[src/hw/rtl/ehr_pkg.sv]
// ----------------------------------------------------------------------------
// ehr_pkg
// Shared types and constants for the Econet handshake receiver.
// ----------------------------------------------------------------------------
package ehr_pkg;

    localparam logic [1:0] ACT_ACK     = 2'd0;
    localparam logic [1:0] ACT_REPLY   = 2'd1;
    localparam logic [1:0] ACT_DELIVER = 2'd2;
    localparam logic [1:0] ACT_TIMEOUT = 2'd3;

    localparam logic [2:0] REG_OWN_ADDRESS    = 3'd0;
    localparam logic [2:0] REG_WANTED_STATION = 3'd1;
    localparam logic [2:0] REG_WANTED_NETWORK = 3'd2;
    localparam logic [2:0] REG_WANTED_PORT    = 3'd3;
    localparam logic [2:0] REG_RETRY_LIMIT    = 3'd4;
    localparam logic [2:0] REG_PEEK_REPLY     = 3'd5;

    localparam logic [7:0]  PEEK_CTL        = 8'h88;
    localparam logic [15:0] SCOUT_LEN       = 16'd6;
    localparam logic [15:0] HDR_LEN         = 16'd4;
    localparam logic [15:0] OWN_ADDR_RESET  = 16'd254;
    localparam logic [7:0]  RETRY_RESET     = 8'd50;

    localparam int QUEUE_DEPTH = 4;
    localparam int QUEUE_AW    = $clog2(QUEUE_DEPTH);

    localparam logic PHASE_IDLE = 1'b0;
    localparam logic PHASE_DATA = 1'b1;

    typedef struct packed {
        logic [1:0]  action;
        logic [7:0]  peer_station;
        logic [7:0]  peer_network;
        logic [7:0]  control;
        logic [7:0]  port;
        logic [15:0] data_length;
        logic [31:0] reply_data;
        logic        last;
    } res_t;

endpackage

[src/hw/rtl/econet_handshake_receiver.sv]
// ----------------------------------------------------------------------------
// econet_handshake_receiver
// Receiver side of the Econet four-way handshake: immediate replies,
// scout acknowledge, data frame delivery and retry timeout.
// ----------------------------------------------------------------------------
//  channel  | ports          | carries
//  ---------+----------------+------------------------------------------
//  input    | s_valid/s_ready| frame header or listen-timeout tick
//  result   | m_valid/m_ready| ack, immediate reply, delivery, timeout
//  config   | cfg_wr_en      | register write, no wait, no read-back
//
//  One request is decoded in the cycle it is accepted; its zero, one or
//  two results are registered into a four-entry result queue and leave in order.
//  A request is taken every cycle while the queue has room for two results.
//  Reset is synchronous: state, queue and registers return to defaults.
//  A stalled result side fills the queue until under two entries are free, then holds s_ready low.
// ----------------------------------------------------------------------------
module econet_handshake_receiver (
    input  logic        aclk,
    input  logic        aresetn,
    input  logic        cfg_wr_en,
    input  logic [2:0]  cfg_index,
    input  logic [31:0] cfg_data,
    input  logic        s_valid,
    output logic        s_ready,
    input  logic        s_command,
    input  logic [7:0]  s_dest_station,
    input  logic [7:0]  s_dest_network,
    input  logic [7:0]  s_src_station,
    input  logic [7:0]  s_src_network,
    input  logic [7:0]  s_ctl_byte,
    input  logic [7:0]  s_port_byte,
    input  logic [15:0] s_frame_length,
    input  logic        s_source_verified,
    output logic        m_valid,
    input  logic        m_ready,
    output logic [1:0]  m_action,
    output logic [7:0]  m_peer_station,
    output logic [7:0]  m_peer_network,
    output logic [7:0]  m_control,
    output logic [7:0]  m_port,
    output logic [15:0] m_data_length,
    output logic [31:0] m_reply_data,
    output logic        m_last
);
    import ehr_pkg::*;

    logic [15:0] own_address_reg;
    logic [7:0]  wanted_station_reg;
    logic [7:0]  wanted_network_reg;
    logic [7:0]  wanted_port_reg;
    logic [7:0]  retry_limit_reg;
    logic [31:0] peek_reply_reg;

    logic        phase_reg, phase_next;
    logic [7:0]  retries_reg, retries_next;
    logic [15:0] peer_reg, peer_next;
    logic [7:0]  scout_ctl_reg, scout_ctl_next;
    logic [7:0]  scout_port_reg, scout_port_next;

    res_t                fifo_reg [QUEUE_DEPTH];
    logic [QUEUE_AW-1:0] wr_ptr_reg, rd_ptr_reg;
    logic [QUEUE_AW:0]   count_reg, count_next;

    logic        accept, pop;
    logic [1:0]  res_cnt;
    res_t        res0, res1;
    logic [15:0] src_addr;
    logic        frame_ok, forever_mode, rejected, spend, exhausted;
    res_t        head;

    assign accept   = s_valid && s_ready;
    assign pop      = m_valid && m_ready;
    assign s_ready  = count_reg <= (QUEUE_AW+1)'(QUEUE_DEPTH - 2);
    assign m_valid  = count_reg != '0;
    assign src_addr = {s_src_network, s_src_station};

    always_comb begin
        frame_ok     = !s_command && (s_frame_length >= HDR_LEN)
                       && ({s_dest_network, s_dest_station} == own_address_reg)
                       && s_source_verified;
        forever_mode = (wanted_station_reg == 8'd0) && (wanted_network_reg == 8'd0);
        rejected     = (!forever_mode && src_addr != {wanted_network_reg, wanted_station_reg})
                       || (wanted_port_reg != 8'd0 && wanted_port_reg != s_port_byte)
                       || (s_frame_length != SCOUT_LEN);
        exhausted    = retries_reg <= 8'd1;
        spend        = 1'b0;
        res_cnt      = 2'd0;
        res0         = '0;
        res1         = '0;
        phase_next      = phase_reg;
        retries_next    = retries_reg;
        peer_next       = peer_reg;
        scout_ctl_next  = scout_ctl_reg;
        scout_port_next = scout_port_reg;

        if (s_command || frame_ok) begin
            if (phase_reg == PHASE_IDLE) begin
                if (s_command) begin
                    spend = !forever_mode;
                end else if (s_port_byte == 8'd0) begin
                    res_cnt            = 2'd1;
                    res0.action        = ACT_REPLY;
                    res0.peer_station  = s_src_station;
                    res0.peer_network  = s_src_network;
                    res0.reply_data    = (s_ctl_byte == PEEK_CTL) ? peek_reply_reg : 32'd0;
                end else if (rejected) begin
                    spend = !forever_mode;
                end else begin
                    res_cnt           = 2'd1;
                    res0.action       = ACT_ACK;
                    res0.peer_station = s_src_station;
                    res0.peer_network = s_src_network;
                    peer_next         = src_addr;
                    scout_ctl_next    = s_ctl_byte;
                    scout_port_next   = s_port_byte;
                    phase_next        = PHASE_DATA;
                    retries_next      = retry_limit_reg;
                end
                if (spend) begin
                    if (exhausted) begin
                        retries_next = retry_limit_reg;
                        res_cnt      = 2'd1;
                        res0.action  = ACT_TIMEOUT;
                    end else begin
                        retries_next = retries_reg - 8'd1;
                    end
                end
            end else begin
                res0.peer_station = peer_reg[7:0];
                res0.peer_network = peer_reg[15:8];
                res_cnt           = 2'd1;
                res0.action       = ACT_ACK;
                if (!s_command && src_addr == peer_reg) begin
                    res_cnt           = 2'd2;
                    res1.action       = ACT_DELIVER;
                    res1.peer_station = peer_reg[7:0];
                    res1.peer_network = peer_reg[15:8];
                    res1.control      = scout_ctl_reg;
                    res1.port         = scout_port_reg;
                    res1.data_length  = s_frame_length;
                    phase_next        = PHASE_IDLE;
                    retries_next      = retry_limit_reg;
                end else if (exhausted) begin
                    res0.action  = ACT_TIMEOUT;
                    phase_next   = PHASE_IDLE;
                    retries_next = retry_limit_reg;
                end else begin
                    retries_next = retries_reg - 8'd1;
                end
            end
        end
        res0.last = (res_cnt == 2'd1);
        res1.last = 1'b1;

        count_next = count_reg - (QUEUE_AW+1)'(pop)
                     + (accept ? (QUEUE_AW+1)'(res_cnt) : '0);
    end

    always_ff @(posedge aclk) begin
        if (!aresetn) begin
            own_address_reg    <= OWN_ADDR_RESET;
            wanted_station_reg <= 8'd0;
            wanted_network_reg <= 8'd0;
            wanted_port_reg    <= 8'd0;
            retry_limit_reg    <= RETRY_RESET;
            peek_reply_reg     <= 32'd0;
            phase_reg          <= PHASE_IDLE;
            retries_reg        <= RETRY_RESET;
            peer_reg           <= 16'd0;
            scout_ctl_reg      <= 8'd0;
            scout_port_reg     <= 8'd0;
            wr_ptr_reg         <= '0;
            rd_ptr_reg         <= '0;
            count_reg          <= '0;
        end else begin
            if (accept) begin
                phase_reg      <= phase_next;
                peer_reg       <= peer_next;
                scout_ctl_reg  <= scout_ctl_next;
                scout_port_reg <= scout_port_next;
                wr_ptr_reg     <= wr_ptr_reg + QUEUE_AW'(res_cnt);
            end
            if (cfg_wr_en && cfg_index == REG_RETRY_LIMIT && phase_reg == PHASE_IDLE) begin
                retries_reg <= cfg_data[7:0];
            end else if (accept) begin
                retries_reg <= retries_next;
            end
            if (cfg_wr_en) begin
                case (cfg_index)
                    REG_OWN_ADDRESS:    own_address_reg    <= cfg_data[15:0];
                    REG_WANTED_STATION: wanted_station_reg <= cfg_data[7:0];
                    REG_WANTED_NETWORK: wanted_network_reg <= cfg_data[7:0];
                    REG_WANTED_PORT:    wanted_port_reg    <= cfg_data[7:0];
                    REG_RETRY_LIMIT:    retry_limit_reg    <= cfg_data[7:0];
                    REG_PEEK_REPLY:     peek_reply_reg     <= cfg_data;
                    default: ;
                endcase
            end
            if (pop) begin
                rd_ptr_reg <= rd_ptr_reg + QUEUE_AW'(1);
            end
            count_reg <= count_next;
        end
    end

    // result queue payload
    always_ff @(posedge aclk) begin
        if (accept && res_cnt != 2'd0) begin
            fifo_reg[wr_ptr_reg] <= res0;
        end
        if (accept && res_cnt == 2'd2) begin
            fifo_reg[wr_ptr_reg + QUEUE_AW'(1)] <= res1;
        end
    end

    assign head           = fifo_reg[rd_ptr_reg];
    assign m_action       = head.action;
    assign m_peer_station = head.peer_station;
    assign m_peer_network = head.peer_network;
    assign m_control      = head.control;
    assign m_port         = head.port;
    assign m_data_length  = head.data_length;
    assign m_reply_data   = head.reply_data;
    assign m_last         = head.last;

    a_queue_bound: assert property (@(posedge aclk) disable iff (!aresetn)
        count_reg <= (QUEUE_AW+1)'(QUEUE_DEPTH))
        else $error("result queue overflow");

    a_deliver_idle: assert property (@(posedge aclk) disable iff (!aresetn)
        (accept && phase_reg == PHASE_DATA && res_cnt == 2'd2) |=> (phase_reg == PHASE_IDLE))
        else $error("delivery did not return to idle");

    a_scout_ack: assert property (@(posedge aclk) disable iff (!aresetn)
        (accept && phase_reg == PHASE_IDLE && res_cnt == 2'd1 && res0.action == ACT_ACK)
        |=> (phase_reg == PHASE_DATA))
        else $error("scout ack did not enter data phase");

    a_timeout_idle: assert property (@(posedge aclk) disable iff (!aresetn)
        (accept && res_cnt == 2'd1 && res0.action == ACT_TIMEOUT)
        |=> (phase_reg == PHASE_IDLE && retries_reg == $past(retry_limit_reg)))
        else $error("timeout did not reload");

endmodule
[config.mk]
export PLATFORM = sky130hd
export DESIGN_NAME = econet_handshake_receiver
export DESIGN_NICKNAME = d
export VERILOG_FILES = /design/src/hw/rtl/ehr_pkg.sv /design/src/hw/rtl/econet_handshake_receiver.sv
export SDC_FILE = /design/constraint.sdc
export NUM_CORES = 1
export LEC_CHECK = 0
export ABC_AREA = 0
export BUFFER_PORTS_ARGS = -buffer_cell sky130_fd_sc_hd__buf_2
export CORE_UTILIZATION = 50
export CTS_CLUSTER_SIZE = 12
export DETAILED_ROUTE_END_ITERATION = 6
export GPL_ROUTABILITY_DRIVEN = 0
export PLACE_DENSITY = 0.69
export SYNTH_ARGS = -nofsm -noshare
export SYNTH_HDL_FRONTEND = slang
export SYNTH_SLANG_ARGS = --single-unit
[constraint.sdc]
create_clock -name aclk -period 9.1 [get_ports aclk]
set_clock_uncertainty 0.2 [all_clocks]
set_input_delay 1.365 -clock aclk [delete_from_list [all_inputs] [get_ports aclk]]
set_output_delay 1.365 -clock aclk [all_outputs]
set_load 0.005 [all_outputs]
After elaboration in Yosys (flattened, before gate mapping)
Memories as Yosys holds them, arrays and structs flattened. A register that Yosys moved wholly into a read port is not among the register bits.
Index checks and enable logic that the tools add are counted.
{"block": "totals", "out_inout_bits": 85, "input_bits": 106, "memories": 1, "word_cells": 133, "register_bits": 128, "ram_bits": 332}
{"block": "op_classes", "n_lt_le_gt_ge": 3, "n_eq_ne": 16, "mux": 53, "n_addsub": 6, "n_reduce_logical": 36, "bitwise": 4}
{"memory": "fifo_reg", "depth": 4, "width": 83, "read_ports": 1, "rd_ports_with_merged_regs": 1, "wr": 2, "line_no": "econet_handshake_receiver.sv:61", "text": "res_t fifo_reg [QUEUE_DEPTH];"}
{"op": "32-bit two-way mux", "n": 5}
{"op": "50-bit two-way mux", "n": 3}
{"op": "8-bit two-way mux", "n": 10}
{"op": "18-bit two-way mux", "n": 2}
{"op": "17-bit two-way mux", "n": 2}
{"op": "16-bit equality test", "n": 2}
{"op": "8-bit zero test", "n": 3}
{"op": "2-bit two-way mux", "n": 12}
{"op": "1-bit two-way mux", "n": 18}
{"op": "16-bit by 3-bit >= comparator with 1-bit output (second input constant)", "n": 1}
{"op": "16-bit two-way mux", "n": 1}
{"op": "16-bit inequality test", "n": 1}
{"op": "16-bit by 3-bit inequality test with 1-bit output (second input constant)", "n": 1}
{"op": "2-bit AND reduction", "n": 7}
{"op": "1-bit logical AND", "n": 13}
{"op": "8-bit equality test (second input constant)", "n": 1}
{"op": "8-bit by 1-bit <= comparator with 1-bit output (second input constant)", "n": 1}
{"op": "4-bit by 2-bit inequality test with 1-bit output (second input constant)", "n": 2}
{"op": "8-bit inequality test", "n": 1}
{"op": "8-bit nonzero test", "n": 1}
{"op": "8-bit by 1-bit subtractor with 8-bit output (second input constant)", "n": 1}
{"op": "3-bit by 2-bit equality test with 1-bit output (second input constant)", "n": 2}
{"op": "3-bit equality test (second input constant)", "n": 2}
{"op": "6-bit AND reduction", "n": 1}
{"op": "other kinds (16)", "n": 25}

Longest topological paths before layout
{"block": "depth", "ltp_word": 18, "ltp_mapped": 15, "mapped_depth_nobuf": 14}

Worst setup path before layout
OpenSTA, ideal clock, no wires.
{"block": "synth_timing", "kind": "input to register", "start": "in s_dest_network[0]", "end": "mem fifo_reg[2][33] in the netlist's numbering, enable pin", "path_stages": 9, "required_time_ns": 8.376, "setup_ns": 0.524, "path_slack_ns": 1.956, "t_arrival_ns": 6.421, "n_path_buf": 2, "cell_sequence": "xor2_1 > nor4_1 > o2111a_1 > a41oi_2 > or2_1 > nand2b_1 > buf_2 > clkbuf_1 > o21ai_0"}
{"element": "from (decl)", "line_no": "econet_handshake_receiver.sv:28", "text": "input logic [7:0] s_dest_network,"}
{"element": "to (decl)", "line_no": "econet_handshake_receiver.sv:61"}

==> run summary <==
The run finished, with violations left. The final reports fail on DRC. The number of violations of the max-capacitance limit came out at 0.

The dominant cell type by area after synthesis is sky130_fd_sc_hd__edfxtp_1. The accumulated negative setup slack is 0 ns. In this run the deepest clock path goes through 3 buffers.

The first global-routing pass estimated ~86,000 µm of wire. In the layout the commonest cells are 400 x sky130_fd_sc_hd__nand2_1, 264 x sky130_fd_sc_hd__dfxtp_1, 196 x sky130_fd_sc_hd__edfxtp_1. The number of DRC violations after detailed routing came out at 2. The half-perimeter wire length after detailed placement came out at 34,400 µm.

The clock net sink count is 462. Counting flops and latches in the post-synthesis netlist gives approximately 460. When the netlist entered floorplanning its net count stood at 2,025. The number of different library cells used by synthesis comes to 63. The cell area reported after detailed placement is roughly 22,000 µm². The final period utilization is a little over two thirds. The clock tree from TritonCTS is built.

Of all flip-flops after synthesis, the portion carrying an async set or reset was 0%. The number of filler instances in the final layout came out at between 3k and 4k. The area enclosed by the die boundary is 42,000 µm².

In the final layout, the share of cells above drive strength 1 is 18.9%. The final critical-path setup slack is 2.78 ns. At the worst endpoint, the arrival time is 6.26 ns. The final critical delay including setup and external delays is 6.32 ns. The number of top-level pins came out at 191. The library cell used most frequently in the layout, excluding fill and tap cells, is sky130_fd_sc_hd__nand2_1. The number of pins exceeding their max-slew limit in the final report came out at 0. Relative to the synthesized area, the layout overhead comes to 13.5%. The tree is rooted in a sky130_fd_sc_hd__clkbuf_16. The initial antenna violation count is 5. The post-placement cell count came out at 2,513. The critical path is of the input port to register type. Final hold analysis gives a worst-case slack of 0.248 ns. The mean instance size in the synthesized netlist came out at 10.8 µm². Clock tree synthesis inserted a total of between 40 and 50 buffers. The total chip power is 4.77 mW. The starting density of the core came out at about half. The number of hold violations in the final report came out at 0. The first-pass iteration count of the detailed router came out at 7. The routed design has 55,700 µm of wire. The overflow left after global routing came out at 0. The worst supply voltage drop on vdd is 0.000136 V. The worst min-delay path class is register to register.

The minimum setup slack after placement came out at 2.20 ns. The final count of negative-setup-slack endpoints came out at 0. The worst setup path is launched from an input port.

After detailed routing, the average wire length per cell comes to 21.4 µm. The pin count of the biggest net entering global routing is 90. For the pin with the worst max-slew slack, the measured transition is around 1.3 ns. The required time at the endpoint of the critical path came out at 9.03 ns. Power spread over the standard cell area amounts to 204 nW/µm². The number of hold-repair buffers added at the cts stage came out at 0. In this run the worst path has a maximum fanout of 49. For this run, the share of the core covered by cells in the final layout is about 57%.

The register clock-pin slew on the reported worst setup and hold paths came out at approximately 0.05 ns. The flip-flop count of the largest register after layout is 332. The final antenna-violating net count came out at 0. In the synthesized netlist the dominant register cell turns out to be sky130_fd_sc_hd__dfxtp_1. The overall global routing resource usage is between 20% and 30%. The routed via count is between 15k and 20k. The final net count came out at about 2.1k. By area the synthesized netlist is led by sky130_fd_sc_hd__edfxtp_1 29%, sky130_fd_sc_hd__dfxtp_1 26%, sky130_fd_sc_hd__mux4_2 9.1%, sky130_fd_sc_hd__nand2_1 7.3%, sky130_fd_sc_hd__and2_1 4.9%.

The die extent in x is 205 µm. The overall die height is 205 µm. The final standard cell area without fillers came out at between 20,000 and 25,000 µm². The H-tree level count came out at 2. STA classifies the critical path endpoint as a register. The maximum frequency from static timing analysis came out at 158 MHz. Using the TritonRoute via totals, the vias-per-cell ratio works out to approximately 5.8. The via count of the first global-routing pass was 15.1k. The DRC marker count from the first detailed-route iteration is roughly 1.1k. After the flow finishes, the layout carries non-filler instances totaling 2,608. The relative slew slack came out at 13.6%. The number of enable flip-flop cells after synthesis came out at 196. In this run the cell area of the synthesized design comes to 20,600 µm². The synthesized netlist cell count is 1,912. The share of the Yosys chip area taken by registers is 54.4%. The clock latency at the later pin of the worst-skew pair is between 0.5 and 0.6 ns.

The count of standard-cell rows is 74. Setup repair after global routing left no endpoint under its margin. The number of instances resized during post-cts repair came out at 0. The standby leakage power is between 8 and 9 nW. The placeable core area is 40,700 µm². The portion of synthesized cell area occupied by the leading cell type came out at 28.6%. In this run the tool buffered the top-level ports with 190 buffer cells.

The number of buffers inserted to repair setup after CTS is 0. The total number of yosys warnings came out at 0.
[Yosys cell counts, types with 2 or more instances]
cell,instances
sky130_fd_sc_hd__a211o_1,3
sky130_fd_sc_hd__a211oi_2,3
sky130_fd_sc_hd__a21oi_1,193
sky130_fd_sc_hd__a22o_1,64
sky130_fd_sc_hd__a2bb2oi_1,2
sky130_fd_sc_hd__a31oi_1,6
sky130_fd_sc_hd__and2_1,163
sky130_fd_sc_hd__buf_1,15
sky130_fd_sc_hd__buf_2,43
sky130_fd_sc_hd__buf_4,4
sky130_fd_sc_hd__buf_6,3
sky130_fd_sc_hd__clkbuf_1,77
sky130_fd_sc_hd__dfxtp_1,266
sky130_fd_sc_hd__edfxtp_1,196
sky130_fd_sc_hd__ha_1,6
sky130_fd_sc_hd__inv_1,9
sky130_fd_sc_hd__mux2i_1,71
sky130_fd_sc_hd__mux4_2,83
sky130_fd_sc_hd__nand2_1,401
sky130_fd_sc_hd__nand2b_1,7
sky130_fd_sc_hd__nand3_1,40
sky130_fd_sc_hd__nand4_1,9
sky130_fd_sc_hd__nor2_1,86
sky130_fd_sc_hd__nor2_2,2
sky130_fd_sc_hd__nor2_4,3
sky130_fd_sc_hd__nor2b_1,5
sky130_fd_sc_hd__nor3_1,7
sky130_fd_sc_hd__nor3_4,2
sky130_fd_sc_hd__nor4_1,18
sky130_fd_sc_hd__nor4_2,2
sky130_fd_sc_hd__nor4b_1,2
sky130_fd_sc_hd__o211ai_1,2
sky130_fd_sc_hd__o21ai_0,20
sky130_fd_sc_hd__o22ai_1,3
sky130_fd_sc_hd__o31a_1,2
sky130_fd_sc_hd__or2_2,2
sky130_fd_sc_hd__or3_1,5
sky130_fd_sc_hd__or4_1,2
sky130_fd_sc_hd__xnor2_1,33
sky130_fd_sc_hd__xor2_1,29
[where the power goes]
part	internal [mW]	switching, mW	total, mW
clock network	1.06	0.797	1.86
registers	2.17	0.0774	2.24
logic	0.367	0.301	0.668
[metal layers]
metal	global-route usage [%]	wire (µm)	vias to the layer above
li1	-	-	6996
met3	4.01	3950	92
met5	0	16	-
met2	45.8	27500	535
met4	9.44	1480	2
met1	34.4	22800	7518
[area by class of cell]
type,count,area [µm²],share of cell area [%]
Multi-Input combinational cell,1298,8820,37.7
Timing Repair Buffer,211,1150,4.90
Sequential cell,462,11200,48.0
Antenna cell,9,22.5,0.0963
Tap cell,532,666,2.85
Inverter,10,38.8,0.166
Clock inverter,10,60.1,0.257
Clock buffer,76,1410,6.03
[cells by family (layout without fill, tap and decap cells)]
kind of cell | count (synthesis) | after routing | synth area share [%]
fa+ha+maj | 7 | 7 | 0.461
mux | 155 | 155 | 12.6
other cells | 0 | 9 | 0
flops | 462 | 462 | 54.4
buf+inv | 152 | 307 | 3.21
compound gates | 313 | 313 | 9.50
xor+xnor | 62 | 62 | 2.64
simple gates | 761 | 761 | 17.2
[worst max-delay path, stage by stage]
cell and delay, ns:
sky130_fd_sc_hd__buf_2 0.13, sky130_fd_sc_hd__nor4_1 0.41, sky130_fd_sc_hd__nand4_1 0.53, sky130_fd_sc_hd__o2111a_1 0.45
sky130_fd_sc_hd__a41oi_2 0.97, sky130_fd_sc_hd__or2_1 0.70, sky130_fd_sc_hd__nand2b_1 0.86, sky130_fd_sc_hd__or3_1 0.30
sky130_fd_sc_hd__nand2_4 0.48
[path summary, 6_finish.rpt]
| path | from | slack (ns) | depth (start not counted) | endpoint |
|---|---|---|---|---|
| setup / recovery | s_frame_length[3] | 2.78 | 9 | fifo_reg[1][51] |
| hold / removal | peek_reply_reg[12] | 0.25 | 2 | peek_reply_reg[12] |
| setup reg to reg | own_address_reg[14] | 4.10 | 8 | fifo_reg[3][38] |
| hold reg to reg | peek_reply_reg[12] | 0.25 | 2 | peek_reply_reg[12] |
Note: power is estimated with default switching activity, not from simulation.
